<file path="src/rtl/core/aqlr_pkg.sv">
// Shared types and codes for the alarm queue with lazy re-arm.
`timescale 1ns / 1ps
`default_nettype none

package aqlr_pkg;

  // Field widths fixed by the interface
  localparam int unsigned TIME_W   = 32;
  localparam int unsigned MS_W     = 42;
  localparam int unsigned CMD_W    = 2;
  localparam int unsigned STAT_W   = 2;
  localparam int unsigned MS_PER_S = 1000;

  // Op codes carried on the input tuser
  localparam logic OP_ADD    = 1'b0;
  localparam logic OP_REMOVE = 1'b1;

  // Command codes
  localparam logic [CMD_W-1:0] CMD_NONE   = 2'd0;
  localparam logic [CMD_W-1:0] CMD_SET    = 2'd1;
  localparam logic [CMD_W-1:0] CMD_CANCEL = 2'd2;

  // Status codes
  localparam logic [STAT_W-1:0] ST_OK       = 2'd0;
  localparam logic [STAT_W-1:0] ST_ZERO     = 2'd1;
  localparam logic [STAT_W-1:0] ST_FULL     = 2'd2;
  localparam logic [STAT_W-1:0] ST_NOTFOUND = 2'd3;

  // Broadcast control from the sequencer to every cell
  typedef struct packed {
    logic              ins;
    logic              del;
    logic [TIME_W-1:0] key;
  } cell_ctrl_t;

  // What one cell shows to its neighbors
  typedef struct packed {
    logic              vld;
    logic              gt;
    logic [TIME_W-1:0] val;
  } cell_link_t;

endpackage

`default_nettype wire

</file>
<file path="src/rtl/core/aqlr_cell.sv">
// One cell of the sorted alarm chain: holds one time and shifts with its neighbors.
`timescale 1ns / 1ps
`default_nettype none

module aqlr_cell (
  input  wire logic                    clk_i,
  input  wire logic                    rst_ni,
  input  wire aqlr_pkg::cell_ctrl_t    ctrl_i,
  input  wire aqlr_pkg::cell_link_t    left_i,
  input  wire aqlr_pkg::cell_link_t    right_i,
  output aqlr_pkg::cell_link_t         link_o,
  output logic                         eq_o
);
  import aqlr_pkg::*;

  logic              vld_q, vld_d;
  logic [TIME_W-1:0] val_q, val_d;
  logic              cmp_gt, cmp_eq, self_gt, self_ge;

  // Compare the held time against the broadcast key
  assign cmp_gt  = val_q > ctrl_i.key;
  assign cmp_eq  = val_q == ctrl_i.key;
  assign self_gt = !vld_q || cmp_gt;
  assign self_ge = vld_q && (cmp_gt || cmp_eq);

  assign link_o.vld = vld_q;
  assign link_o.gt  = self_gt;
  assign link_o.val = val_q;
  assign eq_o       = vld_q && cmp_eq;

  // Insert: open a gap at the first later cell; remove: close the gap over the match
  always_comb begin
    vld_d = vld_q;
    val_d = val_q;
    if (ctrl_i.ins && self_gt) begin
      if (left_i.gt) begin
        vld_d = left_i.vld;
        val_d = left_i.val;
      end else begin
        vld_d = 1'b1;
        val_d = ctrl_i.key;
      end
    end else if (ctrl_i.del && self_ge) begin
      vld_d = right_i.vld;
      val_d = right_i.val;
    end
  end

  // Hold the valid flag
  always_ff @(posedge clk_i or negedge rst_ni) begin
    if (!rst_ni) begin
      vld_q <= 1'b0;
    end else begin
      vld_q <= vld_d;
    end
  end

  // Hold the time
  always_ff @(posedge clk_i) begin
    val_q <= val_d;
  end

endmodule

`default_nettype wire

</file>
<file path="config.mk">
export PLATFORM = sky130hd
export DESIGN_NAME = aqlr_cell
export DESIGN_NICKNAME = d
export VERILOG_FILES = /design/src/rtl/core/aqlr_pkg.sv /design/src/rtl/core/aqlr_cell.sv
export SDC_FILE = /design/constraint.sdc
export NUM_CORES = 1
export LEC_CHECK = 0
export ABC_AREA = 1
export BUFFER_PORTS_ARGS = -buffer_cell sky130_fd_sc_hd__buf_4
export CORE_MARGIN = 8
export CORE_UTILIZATION = 30
export CTS_BUF_LIST = sky130_fd_sc_hd__clkbuf_4
export DETAILED_ROUTE_END_ITERATION = 10
export HOLD_SLACK_MARGIN = 0.03
export SLEW_MARGIN = 20
export SYNTH_ARGS = -nofsm -noshare
export SYNTH_HDL_FRONTEND = slang
export SYNTH_SLANG_ARGS = --single-unit
export TNS_END_PERCENT = 1
</file>
<file path="constraint.sdc">
create_clock -name clk_i -period 4.3 [get_ports clk_i]
set_input_delay 0 -clock clk_i [delete_from_list [all_inputs] [get_ports clk_i]]
set_output_delay 0 -clock clk_i [all_outputs]
set_load 0.02 [all_outputs]
</file>
==> impl_metrics.ini <==
[outcome]
status = complete, no violations

[cts]
cts_sinks = 33
cts_hold_buf = 38
postCtsSetupBuffers = 0
cts_max_path_buffers = 2
worstSkewPairLatency_ns = 0.33
htree_levels = 2
clk_pin_slew_ns = 0.11
cts_tree = done
cts_resized = 0
cts_buffers = 5
root_buffer = clkbuf_4

[worst_hold_path]
hold_class = in2reg
hold-path-endpoint = val_q[3]
hold_start = left_i[3]
worstHoldPathCells = 3

[sta]
fmax_ghz = 0.343
hold_viol_final = 0
fin_crit_sh = 0.677
tightestPinTransition_ns = 0.587
setup_viol = 0
tns_ns = 0
rsz0062_at_grt = false
slew_headroom = 0.608
period_minus_slack_ns = 2.91
finClkSkew_ns = 0.00884
report.final.slew_viol_count = 0

[detailed_routing]
routed_via_density = 4.48
route.vias.total = 2757
drt_pre_antenna_iters = 4
drt_iter0_drc = 126
drc_errors = 0
wl_per_cell_um = 13.7
ant_nets = 0
drt-total-wl_mm = 8.42

[cells_and_area]
area_delta_synth_final_pct = 55.0
nNetsFinal = 641
diodes = 0
fillers = 912
layout_commonest_cell = buf_4
drive_gt1_frac = 0.416
final_cell_mix = 141 x buf_4, 81 x nand2_1, 42 x inv_1
design_area_um2 = 4320

[global_routing]
grt_pass1_vias = 2976
gr-total-overflow = 0
grt_pass1_wl_mm = 14.0
grt_antenna_before_repair = 0
grt_start_max_net_pins = 64
grt_usage = 0.134

[floorplan]
die_x_um = 112
initial_core_util = 0.306
rows = 35
num_io_pins = 139
core_um2 = 9110
dieArea_um2 = 12600
die_h_um = 112

[logic_synthesis]
netlist_area_um2 = 2790
synth.avg_cell_area_um2 = 8.35
ys_ff_latch = 33
synth_cell_types = 27
synth_nets = 470
synth_top_area_cell = edfxtp_1
synth_top_area_share = 0.345
syn_inst = 334
synth_seq_area_share = 0.354
synth.area.top_cells = edfxtp_1 34%, ha_1 14%, nand2_1 11%, o21ai_2 9.4%, o21ai_0 5.7%
ys_warn_count = 0

[pwr]
p_leak_uw = 0.00215
clkPwrFrac = 0.094
cellInternalPower_uw = 1050
seqPwrFrac = 0.328
switching_share = 0.435
ir_drop_uv = 205
switchingPower_uw = 805
power_density_nw_per_um2 = 428
combPwrFrac = 0.579

[run]
maxCapViolCount = 0

[critical_path]
cpMaxStageDelayCell = dlygate4sd3_1
cpMostUsedCell = nand2_1
critPathArrivalTime_ns = 3.11
rrSetupSlack_ns = 1.39
crit_chain = ha_1, a21oi_1, o21a_1, nand2_1, a21oi_2, nand3_2, nand3_4, buf_4, nand2_1, o21ai_2, dlygate4sd3_1
r2r_cells = 11
worstSetupStartpointType = flip-flop
rr_startpoint = val_q[21]
reg2reg_to = val_q[0]
crit_required_ns = 4.50
slowest_delay_ns = 0.56
critical_path_class = reg2reg
path_max_fanout = 40
endpoint_kind = flip-flop

[placement]
globalplace.congestion = 0.746
port_buffers = 137
dpl-instance-area_um2 = 3890
dp.final_hpwl_mm = 6.50
layout make-up:
| class | count | area, µm² | area share |
|---|---|---|---|
| Multi-Input combinational cell | 243 | 1550 | 0.358 |
| Timing Repair Buffer | 179 | 1440 | 0.333 |
| Sequential cell | 33 | 986 | 0.228 |
| Inverter | 43 | 161 | 0.0373 |
| Tap cell | 111 | 139 | 0.0321 |
| Clock buffer | 6 | 45.0 | 0.0104 |
| Clock inverter | 1 | 3.75 | 0.000869 |
metal layers:
metal | vias to the layer above | track usage | part of all wire
met5 | - | 0 | 0
met4 | 0 | 0.0270 | 0.0037
met3 | 2 | 0.0483 | 0.079
met2 | 91 | 0.235 | 0.50
met1 | 1214 | 0.154 | 0.41
li1 | 1450 | - | -
power by group through the flow:
| stage | logic, µW | clock network, µW | registers [µW] |
|---|---|---|---|
| floorplan | 535 | 0 | 751 |
| global placement | 1030 | 0 | 608 |
| detailed placement | 1050 | 0 | 616 |
| CTS | 1090 | 189 | 609 |
| global route | 1190 | 198 | 626 |
| finish | 1070 | 173 | 607 |
critical path, delay by kind of cell (launching register included):
| family | cells | cell delay [ns] |
|---|---|---|
| buf+inv | 2 | 1.05 |
| compound gates | 4 | 0.58 |
| simple gates | 4 | 0.42 |
| flops | 1 | 0.42 |
| fa+ha+maj | 1 | 0.31 |
registers in the layout, indices dropped and copies added (netlist names):
signal,flops
vld_q,1
val_q,32
worst max-delay path by stage:
stage | start | endpoint | slack, ns
3_5_place_dp | val_q[9] | val_q[4] | 1.82
4_1_cts | val_q[9] | val_q[0] | 1.32
6_report | val_q[21] | val_q[0] | 1.39
2_1_floorplan | val_q[23] | val_q[0] | 1.56
5_1_grt | val_q[17] | val_q[0] | 1.14
3_3_place_gp | val_q[15] | val_q[4] | 1.90
metrics by stage:
| step | setup WS (ns) | hold WS (ns) | total power, µW | util | instances |
|---|---|---|---|---|---|
| 2_1_floorplan | 1.56 | -0.296 | 1290 | - | 334 |
| 3_3_place_gp | 1.90 | -0.225 | 1640 | 0.427 | 571 |
| 3_5_place_dp | 1.82 | -0.223 | 1670 | 0.427 | 571 |
| 4_1_cts | 1.32 | 0.0384 | 1890 | 0.474 | 616 |
| 5_1_grt | 1.14 | 0.0485 | 2020 | 0.474 | 616 |
| 6_report | 1.39 | 0.0614 | 1850 | 0.474 | 616 |
cells in the mapped netlist (all sizes together):
cell	number
a21o	1
a21oi	14
a31oi	1
buf	9
clkbuf	6
clkinv	1
dfrtp	1
edfxtp	32
ha	32
inv	42
mux2i	1
nand2	106
nand3	7
nand4	3
nor2	11
o21a	2
o21ai	65
cells by family (layout without fill, tap and decap cells):
| family | after synthesis | after routing | synth area share |
|---|---|---|---|
| AOI/OAI and AO/OA | 83 | 83 | 0.194 |
| adders and majority gates | 32 | 32 | 0.144 |
| buffers and inverters | 58 | 229 | 0.0938 |
| DFF | 33 | 33 | 0.354 |
| muxes | 1 | 1 | 0.00359 |
| and+or+nand+nor | 127 | 127 | 0.211 |
Power figures use the tool's default switching activity.
